$ cat src/rtl/sal_pkg.sv
// sal_pkg: shared constants, types and helper functions of the slot allocator.
// Used by the channel interfaces and by every rtl module of the block but sal_ram.
package sal_pkg;

  localparam int POOLS    = 4;
  localparam int SLOTS    = 256;
  localparam int POOL_W   = 2;
  localparam int SLOT_W   = 8;
  localparam int CNT_W    = 9;
  localparam int WORD_W   = 16;
  localparam int BIT_W    = $clog2(WORD_W);
  localparam int ROWS     = SLOTS / WORD_W;
  localparam int ROW_W    = $clog2(ROWS);
  localparam int WORDS    = POOLS * ROWS;
  localparam int ADDR_W   = POOL_W + ROW_W;
  localparam int APB_DW   = 32;
  localparam int APB_AW   = 4;
  localparam int REG_IX_W = $clog2(POOLS);

  localparam logic [CNT_W-1:0] CAP_RESET = CNT_W'(SLOTS);
  localparam logic [CNT_W-1:0] CAP_MAX   = CNT_W'(SLOTS);

  localparam logic KIND_ALLOC   = 1'b0;
  localparam logic KIND_RELEASE = 1'b1;

  typedef enum logic [1:0] {
    ST_OK      = 2'd0,
    ST_FULL    = 2'd1,
    ST_INVALID = 2'd2
  } status_t;

  typedef logic [POOLS-1:0][CNT_W-1:0] cap_vec_t;

  typedef struct packed {
    logic              rd_en;
    logic [ADDR_W-1:0] rd_addr;
    logic              wr_en;
    logic [ADDR_W-1:0] wr_addr;
    logic [WORD_W-1:0] wr_data;
  } ram_req_t;

  // lowest set bit of a row summary
  function automatic logic [ROW_W-1:0] first_row(input logic [ROWS-1:0] v);
    logic [ROW_W-1:0] idx;
    idx = '0;
    for (int i = ROWS - 1; i >= 0; i--) begin
      if (v[i]) idx = ROW_W'(i);
    end
    return idx;
  endfunction

  // lowest set bit of a flag word
  function automatic logic [BIT_W-1:0] first_bit(input logic [WORD_W-1:0] v);
    logic [BIT_W-1:0] idx;
    idx = '0;
    for (int i = WORD_W - 1; i >= 0; i--) begin
      if (v[i]) idx = BIT_W'(i);
    end
    return idx;
  endfunction

endpackage

$ cat src/rtl/sal_if.sv
// sal_req_if / sal_rsp_if: valid/ready channels of the slot allocator.
// Depends on sal_pkg for field widths.
interface sal_req_if;
  import sal_pkg::*;
  logic              valid;
  logic              ready;
  logic              kind;
  logic [POOL_W-1:0] pool;
  logic [SLOT_W-1:0] slot_in;
  modport source (output valid, kind, pool, slot_in, input ready);
  modport sink   (input valid, kind, pool, slot_in, output ready);
endinterface

interface sal_rsp_if;
  import sal_pkg::*;
  logic              valid;
  logic              ready;
  logic [SLOT_W-1:0] slot_out;
  logic [1:0]        status;
  modport source (output valid, slot_out, status, input ready);
  modport sink   (input valid, slot_out, status, output ready);
endinterface

$ cat src/rtl/slot_allocator_lowest_free.sv
// slot_allocator_lowest_free: lowest-free slot allocator over four pools.
// Items pass the lookup and then the decision stage into the result register.
// Throughput: one item per cycle unless rsp stalls; the flag RAM read for
// the next item overlaps this one's decision, with a bypass on a same-word write.
// Reset: capacities to 256, marks to zero, row summaries cleared (none flagged);
// no clearing pass, the item channel is ready right after reset.
module slot_allocator_lowest_free (
  input  logic                       clk,
  input  logic                       rst_n,
  sal_req_if.sink                    in_req,
  sal_rsp_if.source                  out_rsp,
  input  logic                       psel,
  input  logic                       penable,
  input  logic                       pwrite,
  input  logic [sal_pkg::APB_AW-1:0] paddr,
  input  logic [sal_pkg::APB_DW-1:0] pwdata,
  output logic [sal_pkg::APB_DW-1:0] prdata,
  output logic                       pready
);
  import sal_pkg::*;

  cap_vec_t          cap;
  ram_req_t          ram_req;
  logic [WORD_W-1:0] ram_rd_data;

  sal_cfg u_cfg (
    .clk     (clk),
    .rst_n   (rst_n),
    .psel    (psel),
    .penable (penable),
    .pwrite  (pwrite),
    .paddr   (paddr),
    .pwdata  (pwdata),
    .prdata  (prdata),
    .pready  (pready),
    .cap     (cap)
  );

  sal_ram #(
    .DEPTH (WORDS),
    .WIDTH (WORD_W)
  ) u_ram (
    .clk     (clk),
    .wr_en   (ram_req.wr_en),
    .wr_addr (ram_req.wr_addr),
    .wr_data (ram_req.wr_data),
    .rd_en   (ram_req.rd_en),
    .rd_addr (ram_req.rd_addr),
    .rd_data (ram_rd_data)
  );

  sal_core u_core (
    .clk         (clk),
    .rst_n       (rst_n),
    .req         (in_req),
    .rsp         (out_rsp),
    .cap         (cap),
    .ram_req     (ram_req),
    .ram_rd_data (ram_rd_data)
  );

endmodule

$ cat src/rtl/sal_cfg.sv
// sal_cfg: APB register file holding the per-pool capacity registers.
// Depends on sal_pkg.
module sal_cfg (
  input  logic                       clk,
  input  logic                       rst_n,
  input  logic                       psel,
  input  logic                       penable,
  input  logic                       pwrite,
  input  logic [sal_pkg::APB_AW-1:0] paddr,
  input  logic [sal_pkg::APB_DW-1:0] pwdata,
  output logic [sal_pkg::APB_DW-1:0] prdata,
  output logic                       pready,
  output sal_pkg::cap_vec_t          cap
);
  import sal_pkg::*;

  cap_vec_t            cap_r;
  logic [REG_IX_W-1:0] reg_ix;

  assign reg_ix = paddr[APB_AW-1:2];
  assign pready = 1'b1;
  assign prdata = APB_DW'(cap_r[reg_ix]);
  assign cap    = cap_r;

  always_ff @(posedge clk) begin
    if (!rst_n) begin
      for (int i = 0; i < POOLS; i++) cap_r[i] <= CAP_RESET;
    end else if (psel && penable && pwrite) begin
      cap_r[reg_ix] <= pwdata[CNT_W-1:0];
    end
  end

endmodule

$ cat src/rtl/sal_ram.sv
// sal_ram: simple dual-port RAM, one write and one registered read port.
// Holds the freed-slot flag words; no package dependency.
module sal_ram #(
  parameter int DEPTH = 64,
  parameter int WIDTH = 16
) (
  input  logic                     clk,
  input  logic                     wr_en,
  input  logic [$clog2(DEPTH)-1:0] wr_addr,
  input  logic [WIDTH-1:0]         wr_data,
  input  logic                     rd_en,
  input  logic [$clog2(DEPTH)-1:0] rd_addr,
  output logic [WIDTH-1:0]         rd_data
);

  logic [WIDTH-1:0] mem [DEPTH];
  logic [WIDTH-1:0] rd_data_r;

  assign rd_data = rd_data_r;

  always_ff @(posedge clk) begin
    if (wr_en) mem[wr_addr] <= wr_data;
  end

  always_ff @(posedge clk) begin
    if (rd_en) rd_data_r <= mem[rd_addr];
  end

endmodule

$ cat src/rtl/sal_core.sv
// sal_core: two-stage request pipeline of the slot allocator: row lookup and
// flag word read, then grant/release decision, state update and result register.
// Depends on sal_pkg and the channel interfaces; drives the flag RAM.
module sal_core (
  input  logic                       clk,
  input  logic                       rst_n,
  sal_req_if.sink                    req,
  sal_rsp_if.source                  rsp,
  input  sal_pkg::cap_vec_t          cap,
  output sal_pkg::ram_req_t          ram_req,
  input  logic [sal_pkg::WORD_W-1:0] ram_rd_data
);
  import sal_pkg::*;

  // lookup stage
  logic              a_vld_r;
  logic              a_kind_r;
  logic [POOL_W-1:0] a_pool_r;
  logic [SLOT_W-1:0] a_slot_r;
  // decision stage
  logic              b_vld_r;
  logic              b_kind_r;
  logic [POOL_W-1:0] b_pool_r;
  logic [SLOT_W-1:0] b_slot_r;
  logic              b_byp_r;
  logic [WORD_W-1:0] b_byp_data_r;
  // result register
  logic              out_vld_r;
  logic [SLOT_W-1:0] out_slot_r;
  status_t           out_status_r;

  // per-pool row summary: bit set when the row's flag word holds a free slot.
  // a row whose summary bit is clear reads as all zero, so the RAM needs no clear
  logic [POOLS-1:0][ROWS-1:0]  nz_r, nz_nxt;
  logic [POOLS-1:0][CNT_W-1:0] hw_r, hw_nxt;

  logic b_fire, b_free, a_fire, in_fire;

  logic              pool_ok;
  logic [ROWS-1:0]   pool_nz;
  logic [ROW_W-1:0]  row_alloc, row;
  logic [WORD_W-1:0] word_raw, word;
  logic [BIT_W-1:0]  bit_alloc;
  logic [CNT_W-1:0]  hw, eff_cap;
  logic [WORD_W-1:0] wr_word;
  logic              wr_c;
  logic              hw_we_c;
  logic [CNT_W-1:0]  hw_new;
  logic [SLOT_W-1:0] res_slot;
  status_t           res_status;
  logic [ROW_W-1:0]  a_row;

  assign b_fire  = b_vld_r && (!out_vld_r || rsp.ready);
  assign b_free  = !b_vld_r || b_fire;
  assign a_fire  = a_vld_r && b_free;
  assign req.ready = !a_vld_r || a_fire;
  assign in_fire = req.valid && req.ready;

  assign rsp.valid    = out_vld_r;
  assign rsp.slot_out = out_slot_r;
  assign rsp.status   = out_status_r;

  // decision stage
  assign pool_ok   = ({1'b0, b_pool_r} < (POOL_W + 1)'(POOLS));
  assign pool_nz   = nz_r[b_pool_r];
  assign row_alloc = first_row(pool_nz);
  assign row       = (b_kind_r == KIND_RELEASE) ? b_slot_r[SLOT_W-1:BIT_W] : row_alloc;
  assign word_raw  = b_byp_r ? b_byp_data_r : ram_rd_data;
  assign word      = pool_nz[row] ? word_raw : '0;
  assign bit_alloc = first_bit(word);
  assign hw        = hw_r[b_pool_r];
  assign eff_cap   = (cap[b_pool_r] > CAP_MAX) ? CAP_MAX : cap[b_pool_r];

  always_comb begin
    res_slot   = '0;
    res_status = ST_OK;
    wr_word    = word;
    wr_c       = 1'b0;
    hw_we_c    = 1'b0;
    hw_new     = hw;
    if (!pool_ok) begin
      res_status = ST_INVALID;
      if (b_kind_r == KIND_RELEASE) res_slot = b_slot_r;
    end else if (b_kind_r == KIND_ALLOC) begin
      if (|pool_nz) begin
        res_slot = {row_alloc, bit_alloc};
        wr_word  = word & ~(WORD_W'(1) << bit_alloc);
        wr_c     = 1'b1;
      end else if (hw < eff_cap) begin
        res_slot = hw[SLOT_W-1:0];
        hw_new   = hw + CNT_W'(1);
        hw_we_c  = 1'b1;
      end else begin
        res_status = ST_FULL;
      end
    end else begin
      res_slot = b_slot_r;
      if ((CNT_W'(b_slot_r) >= hw) || word[b_slot_r[BIT_W-1:0]]) begin
        res_status = ST_INVALID;
      end else if ((CNT_W'(b_slot_r) + CNT_W'(1)) == hw) begin
        // topmost in-use slot: pull the mark down instead of flagging it
        hw_new  = CNT_W'(b_slot_r);
        hw_we_c = 1'b1;
      end else begin
        wr_word = word | (WORD_W'(1) << b_slot_r[BIT_W-1:0]);
        wr_c    = 1'b1;
      end
    end
  end

  always_comb begin
    nz_nxt = nz_r;
    hw_nxt = hw_r;
    if (b_fire && wr_c) nz_nxt[b_pool_r][row] = |wr_word;
    if (b_fire && hw_we_c) hw_nxt[b_pool_r] = hw_new;
  end

  // lookup stage sees the summary as it will be after the decision stage commits
  assign a_row = (a_kind_r == KIND_RELEASE) ? a_slot_r[SLOT_W-1:BIT_W] :
                 first_row(nz_nxt[a_pool_r]);

  always_comb begin
    ram_req.rd_en   = a_fire;
    ram_req.rd_addr = {a_pool_r, a_row};
    ram_req.wr_en   = b_fire && wr_c;
    ram_req.wr_addr = {b_pool_r, row};
    ram_req.wr_data = wr_word;
  end

  always_ff @(posedge clk) begin
    if (!rst_n) begin
      a_vld_r   <= 1'b0;
      b_vld_r   <= 1'b0;
      out_vld_r <= 1'b0;
      nz_r      <= '0;
      hw_r      <= '0;
    end else begin
      if (in_fire) a_vld_r <= 1'b1;
      else if (a_fire) a_vld_r <= 1'b0;
      if (a_fire) b_vld_r <= 1'b1;
      else if (b_fire) b_vld_r <= 1'b0;
      if (b_fire) out_vld_r <= 1'b1;
      else if (rsp.ready) out_vld_r <= 1'b0;
      nz_r <= nz_nxt;
      hw_r <= hw_nxt;
    end
  end

  always_ff @(posedge clk) begin
    if (in_fire) begin
      a_kind_r <= req.kind;
      a_pool_r <= req.pool;
      a_slot_r <= req.slot_in;
    end
    if (a_fire) begin
      b_kind_r <= a_kind_r;
      b_pool_r <= a_pool_r;
      b_slot_r <= a_slot_r;
      // read during write of the same word returns old data: forward the new word
      b_byp_r      <= ram_req.wr_en && (ram_req.wr_addr == ram_req.rd_addr);
      b_byp_data_r <= wr_word;
    end
    if (b_fire) begin
      out_slot_r   <= res_slot;
      out_status_r <= res_status;
    end
  end

endmodule
$ cat src/flat_wrapper.sv
// flat-port wrapper written by rule: the top's interface ports become plain ports
module slot_allocator_lowest_free_flat import sal_pkg::*;
  (clk, rst_n, psel, penable, pwrite, paddr, pwdata, prdata, pready, in_req_valid, in_req_kind, in_req_pool, in_req_slot_in, in_req_ready, out_rsp_valid, out_rsp_slot_out, out_rsp_status, out_rsp_ready);
  sal_req_if in_req_i ();
  sal_rsp_if out_rsp_i ();
  input  logic clk;
  input  logic rst_n;
  input  logic psel;
  input  logic penable;
  input  logic pwrite;
  input  logic [sal_pkg::APB_AW-1:0] paddr;
  input  logic [sal_pkg::APB_DW-1:0] pwdata;
  output logic [sal_pkg::APB_DW-1:0] prdata;
  output logic pready;
  input wire logic [$bits(in_req_i.valid)-1:0] in_req_valid;
  input wire logic [$bits(in_req_i.kind)-1:0] in_req_kind;
  input wire logic [$bits(in_req_i.pool)-1:0] in_req_pool;
  input wire logic [$bits(in_req_i.slot_in)-1:0] in_req_slot_in;
  output wire logic [$bits(in_req_i.ready)-1:0] in_req_ready;
  output wire logic [$bits(out_rsp_i.valid)-1:0] out_rsp_valid;
  output wire logic [$bits(out_rsp_i.slot_out)-1:0] out_rsp_slot_out;
  output wire logic [$bits(out_rsp_i.status)-1:0] out_rsp_status;
  input wire logic [$bits(out_rsp_i.ready)-1:0] out_rsp_ready;
  assign in_req_i.valid = in_req_valid;
  assign in_req_i.kind = in_req_kind;
  assign in_req_i.pool = in_req_pool;
  assign in_req_i.slot_in = in_req_slot_in;
  assign in_req_ready = in_req_i.ready;
  assign out_rsp_valid = out_rsp_i.valid;
  assign out_rsp_slot_out = out_rsp_i.slot_out;
  assign out_rsp_status = out_rsp_i.status;
  assign out_rsp_i.ready = out_rsp_ready;
  slot_allocator_lowest_free u_core (.clk(clk), .rst_n(rst_n), .in_req(in_req_i), .out_rsp(out_rsp_i), .psel(psel), .penable(penable), .pwrite(pwrite), .paddr(paddr), .pwdata(pwdata), .prdata(prdata), .pready(pready));
endmodule
$ cat config.mk
export PLATFORM = sky130hd
export DESIGN_NAME = slot_allocator_lowest_free_flat
export DESIGN_NICKNAME = d
export VERILOG_FILES = /design/src/rtl/sal_pkg.sv /design/src/rtl/sal_if.sv /design/src/rtl/slot_allocator_lowest_free.sv /design/src/rtl/sal_cfg.sv /design/src/rtl/sal_ram.sv /design/src/rtl/sal_core.sv /design/src/flat_wrapper.sv
export SDC_FILE = /design/constraint.sdc
export NUM_CORES = 2
export LEC_CHECK = 0
export BUFFER_PORTS_ARGS = -buffer_cell sky130_fd_sc_hd__buf_4
export CELL_PAD_IN_SITES_DETAIL_PLACEMENT = 0
export CELL_PAD_IN_SITES_GLOBAL_PLACEMENT = 1
export CORE_MARGIN = 1
export CORE_UTILIZATION = 40
export CTS_CLUSTER_SIZE = 24
export DETAILED_ROUTE_END_ITERATION = 6
export GPL_TIMING_DRIVEN = 0
export PLACE_DENSITY = 0.67
export SLEW_MARGIN = 30
export SYNTH_ARGS = -nofsm -noshare
export SYNTH_HDL_FRONTEND = slang
export SYNTH_SLANG_ARGS = --single-unit
$ cat constraint.sdc
create_clock -name clk -period 12.4 [get_ports clk]
set_input_delay 1.24 -clock clk [delete_from_list [all_inputs] [get_ports clk]]
set_output_delay 1.24 -clock clk [all_outputs]
set_load 0.02 [all_outputs]
==> results.py <==
metrics = {
    "critical_path": {
        "setup.worst_path.start_class": "flip-flop",
        "r2r_cells": 30,
        "slowest_delay_ns": 0.70,
        "worstPathArrival_ns": 11.79,
        "endpoint": "u_core.u_ram.rd_data[3]",
        "worst_setup_path_end_kind": "flip-flop",
        "r2r_slack_ns": 1.03,
        "critPathKind": "flip-flop to flip-flop",
        "timing.rr.start": "u_core.u_core.b_pool_r[1]",
        "slowest_stage": "clkbuf_1",
        "crit_fanout": 10,
        "reg2reg_to": "u_core.u_ram.rd_data[3]",
        "cp-startpoint": "u_core.u_core.b_pool_r[1]",
        "crit_required_ns": 12.82,
    },
    "route": {
        "ant_nets": 0,
        "first_pass_iters": 5,
        "vias_per_cell": 5.88,
        "drc": 0,
        "wl_per_cell_um": 29.4,
        "vias": 35066,
        "wirelength_um": 175000,
        "drt_iter0_markers": 3826,
    },
    "floorplan": {
        "die_area_um2": 134000,
        "die_h_um": 366,
        "die_w_um": 366,
        "ioPinCount": 99,
        "core-area_um2": 131000,
        "rows": 133,
        "start_util_pct": 40.3,
    },
    "power_and_ir_drop": {
        "ir_worst_vdd_mv": 0.134,
        "power.leakage_nw": 21.7,
        "switching_share_pct": 28.2,
        "p_int_mw": 7.20,
        "power_frac_clock_pct": 38.8,
        "combPwrFrac_pct": 15.9,
        "seq_power_share_pct": 45.3,
        "power_density_nw_per_um2": 160,
        "switchingPower_mw": 2.82,
        "p_total_mw": 10.0,
    },
    "yosys": {
        "synth_edf_count": 1089,
        "ys_types": 97,
        "synthFlopType": "edfxtp_1",
        "syn_area_um2": 53000,
        "syn-instance-count": 3765,
        "async_reset_ff_share_pct": 0,
        "ys_seq_area_share_pct": 67.0,
        "synth.avg_cell_area_um2": 14.1,
        "ys_warn_count": 0,
        "ys_ff_latch": 1228,
    },
    "timing": {
        "slew_headroom_pct": 31.8,
        "min_period_ns": 11.37,
        "rsz0062_at_grt": "no",
        "fin_crit_sh_pct": 91.7,
        "slew_viol_final": 0,
        "hold_slack_ns": 0.421,
        "fmax_mhz": 88.0,
        "worst_pin_slew_ns": 1.02,
        "fin_worst_skew_ns": 0.0323,
        "final-setup-viol-count": 0,
        "hold_viol_final": 0,
    },
    "clock_tree": {
        "cts-htree-levels": 4,
        "cts_hold_buffers": 0,
        "clkTransAtPathRegs_ns": 0.06,
        "numClockSinks": 1228,
        "clockBufferDepth": 3,
        "ctsResizeCount": 0,
        "cts_made_buffers": 133,
        "ctsRootBufferMaster": "clkbuf_16",
        "clkLatencyLatePin_ns": 0.77,
        "postCtsSetupBuffers": 0,
        "cts_tree": "yes",
    },
    "global_route": {
        "track_usage_pct": 25.7,
        "grt_max_degree": 57,
        "antenna_found_initial": 9,
        "grt_pass1_wl_um": 247000,
        "overflow": 0,
        "grt_pass1_vias": 33915,
    },
    "run": {
        "max-cap-violations": 0,
    },
    "status": {
        "status": "complete, no violations",
    },
    "place": {
        "dp_hpwl_um": 127000,
        "placedCellCount": 5724,
        "numPortBuffers": 49,
        "place_congestion": 0.969,
    },
    "finish": {
        "nets": 4183,
        "drive_gt1_share_pct": 17.8,
        "syn2layout_area_growth_pct": 18.5,
        "instances_no_fill": 5962,
        "antenna_cells": 0,
    },
    "hold_path": {
        "hold_path_class": "flip-flop to flip-flop",
        "holdCritStartpoint": "u_core.u_core.a_slot_r[0]",
    },
}
-- flip-flops by register name, summed over array words and instances (netlist names), 8 cells and up --
| signal | count |
|---|---|
| u_core.u_cfg.cap | 36 |
| u_core.u_core.a_slot_r | 8 |
| u_core.u_core.b_byp_data_r | 16 |
| u_core.u_core.b_slot_r | 8 |
| u_core.u_core.hw_r | 36 |
| u_core.u_core.nz_r | 64 |
| u_core.u_core.rsp.slot_out | 8 |
| u_core.u_ram.mem | 1024 |
| u_core.u_ram.rd_data | 16 |
-- layout by cell type (no fill, tap or decap), types with 28 or more instances in the layout --
cell and instances:
nand3_1 63, buf_4 108, dfxtp_1 139, a21oi_1 89, and2_1 34, nand2_1 318, buf_16 44, mux4_2 51
inv_1 37, o21ai_0 57, mux2i_1 435, nor2_4 51, buf_2 90, edfxtp_1 1089, mux2_2 73, a31oi_1 36
a211oi_1 89, o22ai_1 141, o32ai_1 28, o221ai_1 46, or3_1 37, nor2_1 243, buf_6 34, clkbuf_16 136
nor2b_1 31, clkbuf_1 132
-- worst min-delay path by stage --
stage                                endpoint  slack (ns)  depth (start not counted)
floorplan           u_core.u_core.b_slot_r[0]        0.40                          0
global placement    u_core.u_core.b_slot_r[1]        0.40                          0
detailed placement  u_core.u_core.b_slot_r[0]        0.41                          0
CTS                 u_core.u_core.b_slot_r[0]        0.42                          0
global route        u_core.u_core.b_slot_r[0]        0.42                          0
finish              u_core.u_core.b_slot_r[0]        0.42                          0
-- cell families after synthesis --
family,count (synthesis),synth area share (%)
flip-flops,1228,67.0
AND/OR/NAND/NOR,912,7.79
AO/OA/AOI/OAI,718,9.63
multiplexers,559,11.9
buffers and inverters,298,2.60
adder cells (fa/ha/maj),25,0.586
XOR/XNOR,23,0.432
other,2,0.0142
-- critical path: cells and delay by family, from the launching register on --
family                   cells  cell delay [ns]
flip-flops                   1             0.46
buffers and inverters        8             3.99
multiplexers                 1             0.54
AO/OA/AOI/OAI               15             3.95
AND/OR/NAND/NOR              5             1.68
adder cells (fa/ha/maj)      1             0.33
-- synth_stat cells (15+ instances only) --
| master | count | area share [%] |
|---|---|---|
| nand2_1 | 318 | 2.3 |
| xnor2_1 | 16 | 0.26 |
| nand2b_1 | 21 | 0.25 |
| o211ai_1 | 21 | 0.30 |
| mux2_2 | 73 | 1.6 |
| a22oi_1 | 15 | 0.21 |
| buf_1 | 20 | 0.14 |
| clkbuf_1 | 118 | 0.84 |
| inv_1 | 41 | 0.29 |
| and2_1 | 36 | 0.43 |
| a21o_1 | 19 | 0.27 |
| dfxtp_1 | 139 | 5.3 |
| nor2_1 | 297 | 2.1 |
| or3_1 | 37 | 0.44 |
| buf_4 | 34 | 0.48 |
| mux2i_1 | 435 | 8.2 |
| nand3_1 | 63 | 0.60 |
| nand4_1 | 18 | 0.21 |
| ha_1 | 24 | 0.57 |
| a31oi_1 | 37 | 0.44 |
| a21oi_1 | 90 | 0.85 |
| a211oi_1 | 98 | 1.4 |
| nor3_1 | 31 | 0.29 |
| o21ai_0 | 57 | 0.54 |
| o221ai_1 | 46 | 0.76 |
| buf_2 | 76 | 0.72 |
| mux4_2 | 51 | 2.2 |
| a2111oi_0 | 16 | 0.26 |
| edfxtp_1 | 1089 | 62 |
| nor2b_1 | 31 | 0.37 |
| a221oi_1 | 19 | 0.31 |
| o31ai_1 | 20 | 0.28 |
| o22ai_1 | 142 | 1.7 |
| o32ai_1 | 29 | 0.48 |
-- layout make-up --
class,count,area [um2]
fill,11430,68700
inverter,45,171
clock buffer,162,3520
tap,1755,2200
timing repair buffer,183,2560
sequential,1228,35500
multi-input combinational,2261,16800
clock inverter,75,743
buffer,253,1220
-- layer usage --
layer  wire (um)  vias up  GRT usage (%)
met4        7360        6           10.9
met2       80100     1516           40.2
met1       73400    17885           34.9
met3       14200      320           5.04
li1            -    15339              -
met5          37        -              0
-- stage by stage --
| stage | instance area, um2 | utilization, % | worst slack, ns | TNS, ns |
|---|---|---|---|---|
| 4_1_cts | 62700 | 47.7 | 1.15 | 0 |
| 3_5_place_dp | 58500 | 44.5 | 1.17 | 0 |
| 2_1_floorplan | 53000 | - | 3.69 | 0 |
| 3_3_place_gp | 55600 | 42.3 | -4.76 | -169.69 |
| 5_1_grt | 62700 | 47.7 | 0.706 | 0 |
| 6_report | 62700 | 47.7 | 1.03 | 0 |
-- power groups by stage --
stage                     Sequential, mW  Clock, mW  Combinational (mW)
after floorplan                     4.62          0               0.874
after CTS                           4.54       3.94                1.57
final                               4.54       3.89                1.59
after global placement              4.64          0                1.51
after global routing                4.54       4.09                1.65
after detailed placement            4.62          0                1.57
(Power assumes the default switching activity.)
